===== config.mk =====
export PLATFORM = sky130hd
export DESIGN_NAME = ordered_id_list_append_remove
export DESIGN_NICKNAME = d
export VERILOG_FILES = /design/src/hdl/oidl_pkg.sv /design/src/hdl/ordered_id_list_append_remove.sv /design/src/hdl/oidl_cell.sv
export SDC_FILE = /design/constraint.sdc
export NUM_CORES = 1
export LEC_CHECK = 0
export BUFFER_PORTS_ARGS = -buffer_cell sky130_fd_sc_hd__buf_2
export CORE_MARGIN = 2
export CORE_UTILIZATION = 30
export DETAILED_ROUTE_END_ITERATION = 7
export MAX_ROUTING_LAYER = met4
export PLACE_DENSITY = 0.55
export SLEW_MARGIN = 20
export SYNTH_ARGS = -nofsm -noshare
export SYNTH_HDL_FRONTEND = slang
export SYNTH_SLANG_ARGS = --single-unit

===== constraint.sdc =====
create_clock -name clk -period 13.33 [get_ports clk]
set_clock_uncertainty 0.2 [all_clocks]
set_input_delay 0 -clock clk [delete_from_list [all_inputs] [get_ports clk]]
set_output_delay 0 -clock clk [all_outputs]
set_load 0.02 [all_outputs]

===== src/hdl/oidl_pkg.sv =====
// ----------------------------------------------------------------------------
// oidl_pkg
// Shared types and codes for the ordered id list: item layouts, command and
// status codes, and the operation broadcast to the row of list cells.
// ----------------------------------------------------------------------------
package oidl_pkg;

    localparam int CMD_W  = 2;
    localparam int PID_W  = 16;
    localparam int STAT_W = 3;

    localparam logic [CMD_W-1:0] CMD_APPEND = 2'd0;
    localparam logic [CMD_W-1:0] CMD_REMOVE = 2'd1;
    localparam logic [CMD_W-1:0] CMD_LIST   = 2'd2;

    localparam logic [STAT_W-1:0] ST_ENTRY   = 3'd0;
    localparam logic [STAT_W-1:0] ST_EMPTY   = 3'd1;
    localparam logic [STAT_W-1:0] ST_ADDED   = 3'd2;
    localparam logic [STAT_W-1:0] ST_REMOVED = 3'd3;
    localparam logic [STAT_W-1:0] ST_FAIL    = 3'd4;

    typedef logic [1:0] cell_op_t;

    localparam cell_op_t OP_HOLD   = 2'd0;
    localparam cell_op_t OP_WRITE  = 2'd1;
    localparam cell_op_t OP_ROTATE = 2'd2;
    localparam cell_op_t OP_SHIFT  = 2'd3;

    typedef struct packed {
        logic [CMD_W-1:0] command;
        logic [PID_W-1:0] proc_id;
    } cmd_item_t;

    typedef struct packed {
        logic [STAT_W-1:0] status;
        logic [PID_W-1:0]  proc_id_res;
        logic              last;
    } res_item_t;

endpackage


===== src/hdl/ordered_id_list_append_remove.sv =====
// ----------------------------------------------------------------------------
// ordered_id_list_append_remove
// Ordered list of process ids, oldest first, with append, remove by key and
// listing, built as a row of cells that rotate the list past the head.
//
// Usage: commands enter on cmd/cmd_valid/cmd_stall, results leave on
// res/res_valid/res_stall; an item moves when valid is high and stall low.
// Append, list on an empty list, a remove on an empty list and an unknown
// command give one result, loaded into the output register in the cycle after the item.
// List gives count results, one per cycle while the receiver takes them,
// the final one marked last; the list rotates once through its cells.
// Remove scans the list past the head cell; a tail match or no match
// finishes there, otherwise the list rotates to the match, drops it and
// rotates back, then the result.
// One command is in work at a time: cmd_stall is high while a command is
// in work and while the output register holds a result that is stalled.
// Reset empties the list at once; no clearing pass is needed.
// A stalled result holds in the output register and the sequencer waits.
// ----------------------------------------------------------------------------
module ordered_id_list_append_remove
    import oidl_pkg::*;
#(
    parameter int DEPTH   = 16,
    parameter int ID_BITS = 16
)
(
    input  logic      clk,
    input  logic      rst_n,
    input  logic      cmd_valid,
    output logic      cmd_stall,
    input  cmd_item_t cmd,
    output logic      res_valid,
    input  logic      res_stall,
    output res_item_t res
);

    localparam int CNT_W = $clog2(DEPTH + 1);
    localparam int IDX_W = $clog2(DEPTH);

    localparam logic [CNT_W-1:0] CNT_FULL = CNT_W'(DEPTH);
    localparam logic [CNT_W-1:0] CNT_ONE  = CNT_W'(1);
    localparam logic [IDX_W-1:0] IDX_ONE  = IDX_W'(1);

    localparam logic [2:0] S_IDLE    = 3'd0;
    localparam logic [2:0] S_LIST    = 3'd1;
    localparam logic [2:0] S_SCAN    = 3'd2;
    localparam logic [2:0] S_SEEK    = 3'd3;
    localparam logic [2:0] S_RESTORE = 3'd4;
    localparam logic [2:0] S_RESP    = 3'd5;

    logic [2:0]         state_reg, state_next;
    logic [CNT_W-1:0]   count_reg, count_next;
    logic [IDX_W-1:0]   k_reg, k_next;
    logic [IDX_W-1:0]   fm_reg, fm_next;
    logic               found_reg, found_next;
    logic [ID_BITS-1:0] key_reg, key_next;
    logic [STAT_W-1:0]  status_reg, status_next;
    res_item_t          res_reg, res_next;
    logic               res_valid_reg;

    logic               slot_free;
    logic               accept;
    logic               load_res;
    logic [ID_BITS-1:0] key_in;
    logic [CNT_W-1:0]   cnt_m1;
    logic               at_end;
    logic               match;
    cell_op_t           cell_op;
    logic [ID_BITS-1:0] wr_id;
    logic [ID_BITS-1:0] cell_id [DEPTH];

    assign slot_free = !res_valid_reg || !res_stall;
    assign cmd_stall = (state_reg != S_IDLE) || !slot_free;
    assign accept    = cmd_valid && !cmd_stall;
    assign key_in    = ID_BITS'(cmd.proc_id);
    assign cnt_m1    = count_reg - CNT_ONE;
    assign at_end    = (CNT_W'(k_reg) == cnt_m1);
    assign match     = (cell_id[0] == key_reg);

    for (genvar i = 0; i < DEPTH; i++)
    begin : g_cell
        oidl_cell #(
            .IDX     (i),
            .ID_BITS (ID_BITS),
            .CNT_W   (CNT_W)
        ) u_cell (
            .clk     (clk),
            .op      (cell_op),
            .cnt     (count_reg),
            .wr_id   (wr_id),
            .head_id (cell_id[0]),
            .next_id (cell_id[(i + 1 < DEPTH) ? i + 1 : i]),
            .id      (cell_id[i])
        );
    end

    always_comb
    begin
        state_next  = state_reg;
        count_next  = count_reg;
        k_next      = k_reg;
        fm_next     = fm_reg;
        found_next  = found_reg;
        key_next    = key_reg;
        status_next = status_reg;
        res_next    = res_reg;
        load_res    = 1'b0;
        cell_op     = OP_HOLD;
        wr_id       = key_in;

        unique case (state_reg)
            S_IDLE:
            begin
                if (accept)
                begin
                    key_next = key_in;
                    res_next.proc_id_res = PID_W'(key_in);
                    res_next.last        = 1'b1;
                    res_next.status      = ST_FAIL;
                    case (cmd.command)
                        CMD_APPEND:
                        begin
                            load_res = 1'b1;
                            if (count_reg != CNT_FULL)
                            begin
                                cell_op         = OP_WRITE;
                                count_next      = count_reg + CNT_ONE;
                                res_next.status = ST_ADDED;
                            end
                        end
                        CMD_REMOVE:
                        begin
                            if (count_reg == '0)
                                load_res = 1'b1;
                            else
                            begin
                                state_next = S_SCAN;
                                k_next     = '0;
                                found_next = 1'b0;
                            end
                        end
                        CMD_LIST:
                        begin
                            if (count_reg == '0)
                            begin
                                load_res             = 1'b1;
                                res_next.status      = ST_EMPTY;
                                res_next.proc_id_res = '0;
                            end
                            else
                            begin
                                state_next = S_LIST;
                                k_next     = '0;
                            end
                        end
                        default:
                        begin
                            load_res = 1'b1;
                        end
                    endcase
                end
            end
            S_LIST:
            begin
                if (slot_free)
                begin
                    load_res             = 1'b1;
                    res_next.status      = ST_ENTRY;
                    res_next.proc_id_res = PID_W'(cell_id[0]);
                    res_next.last        = at_end;
                    cell_op              = OP_ROTATE;
                    if (at_end)
                        state_next = S_IDLE;
                    else
                        k_next = k_reg + IDX_ONE;
                end
            end
            S_SCAN:
            begin
                if (!at_end)
                begin
                    cell_op = OP_ROTATE;
                    k_next  = k_reg + IDX_ONE;
                    if (match && !found_reg)
                    begin
                        found_next = 1'b1;
                        fm_next    = k_reg;
                    end
                end
                else if (match)
                begin
                    cell_op     = OP_SHIFT;
                    count_next  = cnt_m1;
                    status_next = ST_REMOVED;
                    state_next  = S_RESP;
                end
                else
                begin
                    cell_op = OP_ROTATE;
                    if (found_reg)
                    begin
                        state_next = S_SEEK;
                        k_next     = '0;
                    end
                    else
                    begin
                        status_next = ST_FAIL;
                        state_next  = S_RESP;
                    end
                end
            end
            S_SEEK:
            begin
                if (k_reg == fm_reg)
                begin
                    cell_op     = OP_SHIFT;
                    count_next  = cnt_m1;
                    status_next = ST_REMOVED;
                    k_next      = '0;
                    if (fm_reg == '0)
                        state_next = S_RESP;
                    else
                        state_next = S_RESTORE;
                end
                else
                begin
                    cell_op = OP_ROTATE;
                    k_next  = k_reg + IDX_ONE;
                end
            end
            S_RESTORE:
            begin
                cell_op = OP_ROTATE;
                if (CNT_W'(k_reg) + CNT_W'(fm_reg) == cnt_m1)
                    state_next = S_RESP;
                else
                    k_next = k_reg + IDX_ONE;
            end
            S_RESP:
            begin
                if (slot_free)
                begin
                    load_res             = 1'b1;
                    res_next.status      = status_reg;
                    res_next.proc_id_res = PID_W'(key_reg);
                    res_next.last        = 1'b1;
                    state_next           = S_IDLE;
                end
            end
            default:
            begin
                state_next = S_IDLE;
            end
        endcase
    end

    always_ff @(posedge clk or negedge rst_n)
    begin
        if (!rst_n)
        begin
            state_reg     <= S_IDLE;
            count_reg     <= '0;
            res_valid_reg <= 1'b0;
        end
        else
        begin
            state_reg <= state_next;
            count_reg <= count_next;
            if (load_res)
                res_valid_reg <= 1'b1;
            else if (!res_stall)
                res_valid_reg <= 1'b0;
        end
    end

    always_ff @(posedge clk)
    begin
        k_reg      <= k_next;
        fm_reg     <= fm_next;
        found_reg  <= found_next;
        key_reg    <= key_next;
        status_reg <= status_next;
        if (load_res)
            res_reg <= res_next;
    end

    assign res_valid = res_valid_reg;
    assign res       = res_reg;

    a_count_bound: assert property (@(posedge clk) disable iff (!rst_n)
        count_reg <= CNT_FULL)
        else $error("list count above depth");

    a_count_step: assert property (@(posedge clk) disable iff (!rst_n)
        (count_reg == $past(count_reg)) || (count_reg == $past(count_reg) + CNT_ONE) ||
        (count_reg == $past(count_reg) - CNT_ONE))
        else $error("list count moved by more than one");

    a_remove_scan: assert property (@(posedge clk) disable iff (!rst_n)
        (accept && (cmd.command == CMD_REMOVE) && (count_reg != '0)) |=>
        (state_reg == S_SCAN))
        else $error("remove did not start a scan");

    a_partial_list: assert property (@(posedge clk) disable iff (!rst_n)
        (res_valid_reg && !res_reg.last) |-> (state_reg == S_LIST))
        else $error("non-final result outside a listing");

endmodule


===== src/hdl/oidl_cell.sv =====
// ----------------------------------------------------------------------------
// oidl_cell
// One list position. Holds one id and, on the broadcast operation, takes the
// new id, its successor's id, or the head id when it is the tail.
// ----------------------------------------------------------------------------
module oidl_cell
    import oidl_pkg::*;
#(
    parameter int IDX     = 0,
    parameter int ID_BITS = 16,
    parameter int CNT_W   = 5
)
(
    input  logic               clk,
    input  cell_op_t           op,
    input  logic [CNT_W-1:0]   cnt,
    input  logic [ID_BITS-1:0] wr_id,
    input  logic [ID_BITS-1:0] head_id,
    input  logic [ID_BITS-1:0] next_id,
    output logic [ID_BITS-1:0] id
);

    localparam logic [CNT_W-1:0] POS    = CNT_W'(IDX);
    localparam logic [CNT_W-1:0] POS_UP = CNT_W'(IDX + 1);

    logic [ID_BITS-1:0] id_reg;
    logic [ID_BITS-1:0] id_next;
    logic               is_slot;
    logic               is_tail;
    logic               below_tail;

    assign is_slot    = (cnt == POS);
    assign is_tail    = (cnt == POS_UP);
    assign below_tail = (POS_UP < cnt);

    always_comb
    begin
        id_next = id_reg;
        unique case (op)
            OP_HOLD:
            begin
                id_next = id_reg;
            end
            OP_WRITE:
            begin
                if (is_slot)
                    id_next = wr_id;
            end
            OP_ROTATE:
            begin
                if (below_tail)
                    id_next = next_id;
                else if (is_tail)
                    id_next = head_id;
            end
            OP_SHIFT:
            begin
                if (below_tail)
                    id_next = next_id;
            end
            default:
            begin
                id_next = id_reg;
            end
        endcase
    end

    always_ff @(posedge clk)
    begin
        id_reg <= id_next;
    end

    assign id = id_reg;

endmodule


# == Word-level counts from Yosys, hierarchy flattened ==
# Index checks and enable logic that the tools add are counted.
# word_totals
word_cells,343
register_bits,313
# op_classes
eq_ne,102
n_reduce_logical,48
add_sub_neg,4
bitwise_logic,3
magnitude_cmp,16
muxes,143
# ops
cell,count
two-way mux 16 bit,62
one-hot mux 16 bit (3 select lines),14
"!= test 2 x 1 -> 1 bit, second input constant",35
one-hot mux 16 bit (2 select lines),2
AND reduction 4 bit,16
two-way mux 20 bit,3
one-hot mux 20 bit (3 select lines),1
two-way mux 3 bit,16
"!= test 3 x 1 -> 1 bit, second input constant",15
"equality test 5 x 4 -> 1 bit, second input constant",8
"< comparator 4 x 5 -> 1 bit, first input constant",8
two-way mux 4 bit,10
"!= test 2 bit, second input constant",16
two-way mux 5 bit,6
"equality test 5 x 3 -> 1 bit, second input constant",4
"< comparator 3 x 5 -> 1 bit, first input constant",4
one-hot mux 4 bit (5 select lines),1
two-way mux 19 bit,1
one-hot mux 3 bit (2 select lines),3
one-hot mux 3 bit (6 select lines),1
equality test 16 bit,1
two-way mux 1 bit,16
"!= test 3 bit, second input constant",5
one-hot mux 5 bit (3 select lines),1
41 further kinds,67

# == Longest topological paths before layout ==
# Gate-level depths: netlist of run 1.
# logic_depth
word_depth,12
depth_mapped,17

# == By module ==
# Synthesis of run 1 repeated with hierarchy kept, for this count alone.
# hier_totals
cells_unflattened,1793
hier_area_um2,18179.9
# by_module_without_submodules
module,cells_per_inst,seq_area_each_um2,area_each_um2,n_inst
ordered_id_list_append_remove,297,1636.6,3279.4,1
oidl_cell at g_cell[0].u_cell ...,96,480.5,955.9,2
oidl_cell at g_cell[8].u_cell,100,480.5,1009.7,1
oidl_cell at g_cell[13].u_cell,100,480.5,989.7,1
oidl_cell at g_cell[3].u_cell,99,480.5,978.4,1
oidl_cell at g_cell[5].u_cell,99,480.5,973.4,1
oidl_cell at g_cell[9].u_cell,100,480.5,969.7,1
oidl_cell at g_cell[11].u_cell,98,480.5,968.4,1
oidl_cell at g_cell[7].u_cell,98,480.5,939.7,1
oidl_cell at g_cell[1].u_cell,97,480.5,922.1,1
oidl_cell at g_cell[6].u_cell,96,480.5,888.4,1
oidl_cell at g_cell[10].u_cell,77,480.5,873.3,1
oidl_cell at g_cell[4].u_cell,95,480.5,872.1,1
oidl_cell at g_cell[12].u_cell,95,480.5,870.8,1
2 more rows,-,-,-,-

# == Worst setup path after synthesis of run 1 ==
# No wires, ideal clock.
# synth_timing
path_type,reg-to-reg
startpoint,register count_reg[0]
endpoint,register g_cell[14].u_cell.id_reg[0] (enable)
period_less_slack_ps,6151
slack_ps,7179
path_stages_with_launch,14
required_time_ps,12652
path_buffers,3
arrival_ps,5474
cell_sequence,dfrtp_1 buf_2 inv_1 ha_1 xor3_1 nor3_4 and3_4 a31oi_4 inv_1 ha_1 clkbuf_1 buf_1 nor2b_1 a2111oi_0
# synth_between
elab_chain_cells,8
# synth_lines
item,line_no,source
start: declaration,ordered_id_list_append_remove.sv:52,"logic [CNT_W-1:0] count_reg, count_next;"
start signal: assignment,ordered_id_list_append_remove.sv:268,count_reg <= count_next;
"parallel branches: the longest is 7 deep, another holds subtractor 5 x 1 -> 5 bit",-,
AND reduction 4 bit (no line) (*),-,
end signal: assignment,oidl_cell.sv:70,id_reg <= id_next;
end: declaration,oidl_cell.sv:26,logic [ID_BITS-1:0] id_reg;
# Mark *: on every way between the ends.
# A chain may end at the register's enable or synchronous reset.

# == Worst setup path in the final report of run 1 ==
# layout_timing
startpoint,register count_reg[0]
endpoint,register g_cell[1].u_cell.id_reg[13] (data pin)
# layout_between
elab_chain_cells,7
# layout_lines
item,line_no,source
"parallel branches: the longest is 6 deep, another holds subtractor 5 x 1 -> 5 bit",-,
one-hot mux 16 bit (3 select lines) (*),oidl_cell.sv:39,unique case (op)
via g_cell[1].u_cell.id_next[13],oidl_cell.sv:27,logic [ID_BITS-1:0] id_next;
end signal: assignment,oidl_cell.sv:70,
end: declaration,oidl_cell.sv:26,
# Mark *: on every way through the listed nets, which the timed path passes.

==> metrics.md, run 1 <==
| Metric | Value |
|---|---|
| Post-synth EDFFs | `303` |
| Syn Area/Cell | `~14 um^2` |
| Initial antenna violation count | `0` |
| Vias/cell | `5.43` |
| Worst-Margin Slew | `1.16 ns` |
| Fmax | `172 MHz` |
| Power Total | `2.01 mW` |
| Remaining DRCs | `0` |
| CP arrival | `around 6 ns` |
| Initial Utilization | `0.302` |
| Post-route ant nets | `0` |
| Crit end category | `register` |
| Reg clk slew, reported paths | `0.06 ns` |
| Setup CP Type | `register to register` |
| Routed len/inst | `19.4 um` |
| Tmin final | `5.80 ns` |
| Core box area | `between 0.04 and 0.05 mm^2` |
| Yosys top cell area share | `0.604` |
| Final Cycle Share | `0.435` |
| Diodes inserted | `0` |
| Largest cells by area after synthesis | `edfxtp_1, a221o_1, clkbuf_1` |
| HP Class | `primary input to register` |
| CP max FO | `34` |
| Synth Register Bits | `312` |
| Initial DRC count | `878` |
| H-tree levels | `2` |
| Die width | `228 um` |
| LEAKAGE | `6.11 nW` |
| Net count after synthesis | `1157` |
| Post-Synthesis Cells | `~1100` |
| Nets | `1183` |
| CTS root buf | `clkbuf_16` |
| Max Slew Vio Count | `0` |
| Die Y | `around 230 um` |
| Final HPWL DP | `24.4 mm` |
| RSZ-0062 raised after global routing | `no` |
| Layout Utilization | `0.350` |
| Number of fill cells | `4884` |
| FF-to-FF setup slack | `7.53 ns` |
| P per Cell Area | `116 mW/mm^2` |
| Netlist cell types | `65` |
| Status | `complete, no violations` |
| CP Launch Type | `register` |
| Num CTS Buffers | `37` |
| IO Count | `44` |
| Ys Warns | `0` |
| Port buffer count | `43` |
| CTS tree | `yes` |
| First-pass GRT wire length | `57.9 mm` |
| Site Rows | `82` |
| Vias | `9985` |
| Post-Place Cells | `1742` |
| Max Cap Viol | `0` |
| Worst flop-to-flop path endpoint | `g_cell[1].u_cell.id[13]` |
| Final TNS setup | `0 ns` |
| CTS max path bufs | `3` |
| WL final | `35.7 mm` |
| Cell Count, Final, Fillers Out | `about 1800` |
| Worst EP required | `roughly 14 ns` |
| Top-count cell post-synth | `edfxtp_1` |
| HP Start | `cmd[7]` |
| FFs w/ async S/R, synth | `0.0288` |
| Setup crit start | `count_reg[0]` |
| Area leader, netlist | `edfxtp_1` |
| Global route overflow | `0` |
| CP endpoint | `g_cell[1].u_cell.id[13]` |
| Rel. slew slack | `0.223` |
| Setup bufs post-CTS | `0` |
| Clk Latency, worst-skew pair | `0.55 ns` |
| Area growth from synthesis to layout | `15.8%` |
| Number of flip-flops in the largest register | `256` |
| Reg2reg start | `count_reg[0]` |
| GRT Overall Usage | `0.141` |
| Seq/Total Area, Yosys | `0.619` |
| Final Hold Vio Count | `0` |
| Largest net degree at the start of global routing | `35` |
| DIE AREA | `approximately 0.052 mm^2` |
| Vias in the first global route | `10022` |
| Layout cells sized above 1 | `0.165` |
| VDD IR-drop max | `0.113 mV` |
| CTS Sinks | `312` |
| Worst reg2reg path depth | `13` |
| Final hold slack | `between 0.03 and 0.04 ns` |
| Synth cell count leaders | `edfxtp_1, a221o_1, clkbuf_1` |
| GPL Wtd Cong | `0.806` |
| Ys flop type | `edfxtp_1` |
| Final setup fails | `0` |
| Worst hold stages | `2` |
| Mapped cell area | `0.0151 mm^2` |
| Pre-antenna DRT Iters | `5` |
power breakdown:
| group | leakage, nW | internal, mW | total (mW) | switching (mW) |
|---|---|---|---|---|
| sequential | 2.94 | 1.06 | 1.06 | 0 |
| combinational | 2.64 | 0.00966 | 0.0175 | 0.00782 |
| clock | 0.534 | 0.529 | 0.936 | 0.407 |
| total | 6.11 | 1.60 | 2.01 | 0.415 |
how the worst min path moves through the flow:
stage	end	slack (ns)
after floorplan	count_reg[0]	-0.50
after global placement	res_valid	-0.32
after detailed placement	res_valid	-0.32
after CTS	key_reg[5]	0.0005
after global routing	key_reg[9]	0.02
final	key_reg[7]	0.03
layout by cell type, fill, tap and decap left out, types with 5 or more instances in the layout:
cell / n
clkinv_2: 5
inv_1: 14
clkinv_1: 6
xor2_1: 5
and2_1: 22
a221oi_2: 10
o21bai_1: 17
a221o_1: 211
nand2_1: 64
nor2b_1: 5
o21ai_0: 43
nor2_1: 44
clkbuf_1: 13
buf_4: 44
dfrtp_1: 9
ha_1: 19
edfxtp_1: 303
mux2_2: 16
a21oi_1: 33
nor3_1: 5
a21o_1: 30
xnor2_1: 31
mux2i_1: 16
nand4_1: 8
clkbuf_16: 38
nand3_1: 8
dlygate4sd3_1: 32
buf_2: 43
area by class of cell:
cell class                      instances  area (um^2)  share of cell area
Sequential cell                       312         9320               0.535
Multi-Input combinational cell        657         5260               0.301
Clock buffer                           51         1000              0.0573
Timing Repair Buffer                  119          866              0.0496
Tap cell                              672          841              0.0482
Clock inverter                         15          100             0.00574
Inverter                               14         52.6             0.00301
repair_timing:
action / 4_1_cts / 5_1_grt
hold buffers: 32 / 0
gates resized for setup: 0 / 0
hold endpoints to repair: 82 / 0
routing by layer:
| layer | part of all wire | vias to the layer above | global-route usage |
|---|---|---|---|
| li1 | - | 4568 | - |
| met2 | 0.47 | 289 | 0.224 |
| met5 | 0 | - | - |
| met4 | 0.023 | 0 | 0.0453 |
| met1 | 0.46 | 5076 | 0.185 |
| met3 | 0.051 | 52 | 0.0219 |
per-stage QoR:
stage                     worst slack, ns  instance area (um^2)
after floorplan                      7.18                 15100
after global placement               7.80                 16000
after detailed placement             7.58                 16000
after CTS                            7.56                 17400
after global routing                 7.13                 17400
final                                7.53                 17400
critical path, cell delays in order (launching register included):
cell and delay [ns]:
dfrtp_1 0.62, inv_1 0.22, ha_1 0.31, nor3b_1 0.17, xnor2_1 0.52, and3_4 0.31
a31oi_4 0.18, inv_1 0.17, ha_1 0.17, buf_4 0.34, or2_1 0.75, and2_1 0.74
a21o_1 0.66, a221o_1 0.27
cells by family (layout without fill, tap and decap cells):
group           after synthesis  after routing  share of synthesized area
buf+inv                     146            199                     0.0410
simple gates                188            188                     0.0635
mux                          32             32                     0.0226
flops                       312            312                      0.619
compound gates              380            380                      0.214
xor+xnor                     37             37                     0.0225
fa+ha+maj                    20             20                     0.0171
No activity file was read; power rests on OpenSTA's default activity.
==> inputs of run 2 (changes only) <==
--- a/config.mk
+++ b/config.mk
@@ -10,7 +10,7 @@
 export CORE_UTILIZATION = 30
 export DETAILED_ROUTE_END_ITERATION = 7
 export MAX_ROUTING_LAYER = met4
-export PLACE_DENSITY = 0.55
+export PLACE_DENSITY = 0.57
 export SLEW_MARGIN = 20
 export SYNTH_ARGS = -nofsm -noshare
 export SYNTH_HDL_FRONTEND = slang
==> constraint.sdc (replaced) <==
create_clock -name clk -period 4.9 [get_ports clk]
set_clock_uncertainty 0.2 [all_clocks]
set_input_delay 0 -clock clk [delete_from_list [all_inputs] [get_ports clk]]
set_output_delay 0 -clock clk [all_outputs]
set_load 0.02 [all_outputs]
==> run 2 against run 1 <==
Register-to-register slack got worse by 7.1 ns; wire length up 19%; worst hold slack got worse by 0.0013 ns; non-clock buffer count up 10.
==> metrics.md, run 2 (synthesis results as in run 1) <==
| Metric | Value |
|---|---|
| Fmax | `222 MHz` |
| Diodes inserted | `0` |
| Final setup fails | `0` |
| Core box area | `0.0499 mm^2` |
| Net Sw Power | `around 1.1 mW` |
| Initial Utilization | `0.302` |
| GPL Wtd Cong | `0.875` |
| Site Rows | `82` |
| Sw Ratio | `0.201` |
| Port buffer count | `43` |
| CP max FO | `18` |
| IO Count | `44` |
| WL final | `approximately 43 mm` |
| CTS tree | `yes` |
| CP Launch Type | `register` |
| Worst-Margin Slew | `1.09 ns` |
| CP arrival | `4.69 ns` |
| Final Hold Vio Count | `0` |
| Vias | `between 10000 and 15000` |
| Clock power frac | `0.460` |
| Final Cycle Share | `0.921` |
| Worst EP required | `~5.1 ns` |
| Finished Cell Area | `0.0175 mm^2` |
| Final TNS setup | `0 ns` |
| Die width | `between 200 and 250 um` |
| Combinational Power Share | `0.008` |
| Setup slack after layout | `0.388 ns` |
| Number of flip-flops in the largest register | `256` |
| Pre-antenna DRT Iters | `5` |
| Layout Utilization | `0.350` |
| Setup CP Type | `register to register` |
| Most frequent cells in the layout | `edfxtp_1, a221o_1, nand2_1` |
| Reg clk slew, reported paths | `0.06 ns` |
| CTS max path bufs | `3` |
| Area growth from synthesis to layout | `15.9%` |
| Worst slack, placed | `0.334 ns` |
| FF-to-FF setup slack | `0.39 ns` |
| Crit end category | `register` |
| Area post-placement | `0.0161 mm^2` |
| First-pass GRT wire length | `64.2 mm` |
| CTS Sinks | `approximately 310` |
| Clk Latency, worst-skew pair | `0.53 ns` |
| Commonest non-fill, non-tap cell in the layout | `edfxtp_1` |
| Status | `complete, no violations` |
| Internal cell power | `around 4.3 mW` |
| Vias/cell | `5.55` |
| Layout cells sized above 1 | `0.178` |
| Global route overflow | `0` |
| Setup bufs post-CTS | `0` |
| Die Y | `228 um` |
| Crit-path max cell delay | `between 0.9 and 1 ns` |
| Crit path cell chain | `inv_1 -> ha_1 -> xor3_1 -> nor3_4 -> and3_4 -> a31oi_4 -> inv_1 -> ha_1 -> or2_1 -> nand2_4 -> o21bai_1 -> a221o_1` |
| DIE AREA | `0.0520 mm^2` |
| Initial DRC count | `1197` |
| GRT Overall Usage | `0.165` |
| CTS root buf | `clkbuf_16` |
| Post-route ant nets | `0` |
| Routed len/inst | `23.1 um` |
| Slowest stage cell, crit path | `o21bai_1` |
| Num CTS Buffers | `35` |
| VDD IR-drop max | `0.261 mV` |
| Remaining DRCs | `0` |
| HP Class | `primary input to register` |
| RSZ-0062 raised after global routing | `no` |
| Vias in the first global route | `about 10000` |
| Rel. slew slack | `0.272` |
| Tmin final | `~4.5 ns` |
| P per Cell Area | `311 mW/mm^2` |
| Largest net degree at the start of global routing | `30` |
| LEAKAGE | `6.13 nW` |
| Final HPWL DP | `27.4 mm` |
| Max Cap Viol | `0` |
| Max Slew Vio Count | `0` |
| Nets | `roughly 1200` |
| H-tree levels | `2` |
| Sequential share of power | `0.532` |
| Initial antenna violation count | `0` |
[run 2: changes by cell type in the layout (fill, tap and decap cells not counted), sizes merged]
| cell | delta |
|---|---|
| buf | +16 |
| dlygate4sd3 | -6 |
| inv | -2 |
| clkinv | -1 |
| clkbuf | -7 |
| bufinv | +2 |
| clkinvlp | +1 |
[run 2: path summary, 6_finish.rpt]
kind / start / cells after the start / to
setup / recovery: count_reg[1] / 12 / g_cell[2].u_cell.id[10]
max in group asynchronous: rst_n / 3 / count_reg[2]
setup reg to reg: count_reg[1] / 12 / g_cell[2].u_cell.id[10]
hold / removal: cmd[9] / 2 / key_reg[9]
min in group asynchronous: rst_n / 3 / count_reg[4]
hold reg to reg: g_cell[1].u_cell.id[2] / 1 / g_cell[0].u_cell.id[2]
[run 2: per-stage QoR]
stage	std cells	power [mW]	hold slack (ns)
2_1_floorplan	1115	2.95	-0.496
3_3_place_gp	1758	2.97	-0.324
3_5_place_dp	1758	2.97	-0.318
4_1_cts	1843	5.47	0.00847
5_1_grt	1843	5.57	0.0286
6_report	1843	5.43	0.0292
[run 2: what timing repair did]
item,in CTS,in global routing
gates resized for setup,0,1
hold endpoints to repair,84,0
hold buffers,26,0
setup endpoints to repair,0,73
[run 2: power groups by stage]
| stage | Sequential, mW | Combinational [mW] | Clock (mW) |
|---|---|---|---|
| 4_1_cts | 2.89 | 0.0434 | 2.54 |
| 3_5_place_dp | 2.94 | 0.0293 | 0 |
| 3_3_place_gp | 2.94 | 0.0283 | 0 |
| 5_1_grt | 2.88 | 0.0483 | 2.64 |
| 6_report | 2.89 | 0.0435 | 2.50 |
| 2_1_floorplan | 2.94 | 0.00958 | 0 |
[run 2: area by class of cell]
class,instances,area (um^2)
Clock inverter,15,149
Inverter,14,52.6
Timing Repair Buffer,129,926
Multi-Input combinational cell,657,5250
Fill cell,4847,32400
Sequential cell,312,9320
Tap cell,672,841
Clock buffer,44,910
[run 2: critical path: cells and delay by family (launching register included)]
kind                     cells  cell delay (ns)
AO/OA/AOI/OAI                3             1.43
XOR/XNOR                     1             0.47
adder cells (fa/ha/maj)      2             0.54
buffers and inverters        2             0.38
flip-flops                   1             0.38
AND/OR/NAND/NOR              4             0.96
[run 2: routing by layer]
metal  vias up  part of all wire  GRT usage
li1       4559                 -          -
met1      5112              0.43      0.217
met2       481              0.45      0.253
met3        73             0.090     0.0380
met4         0             0.030     0.0513
met5         -                 0          -
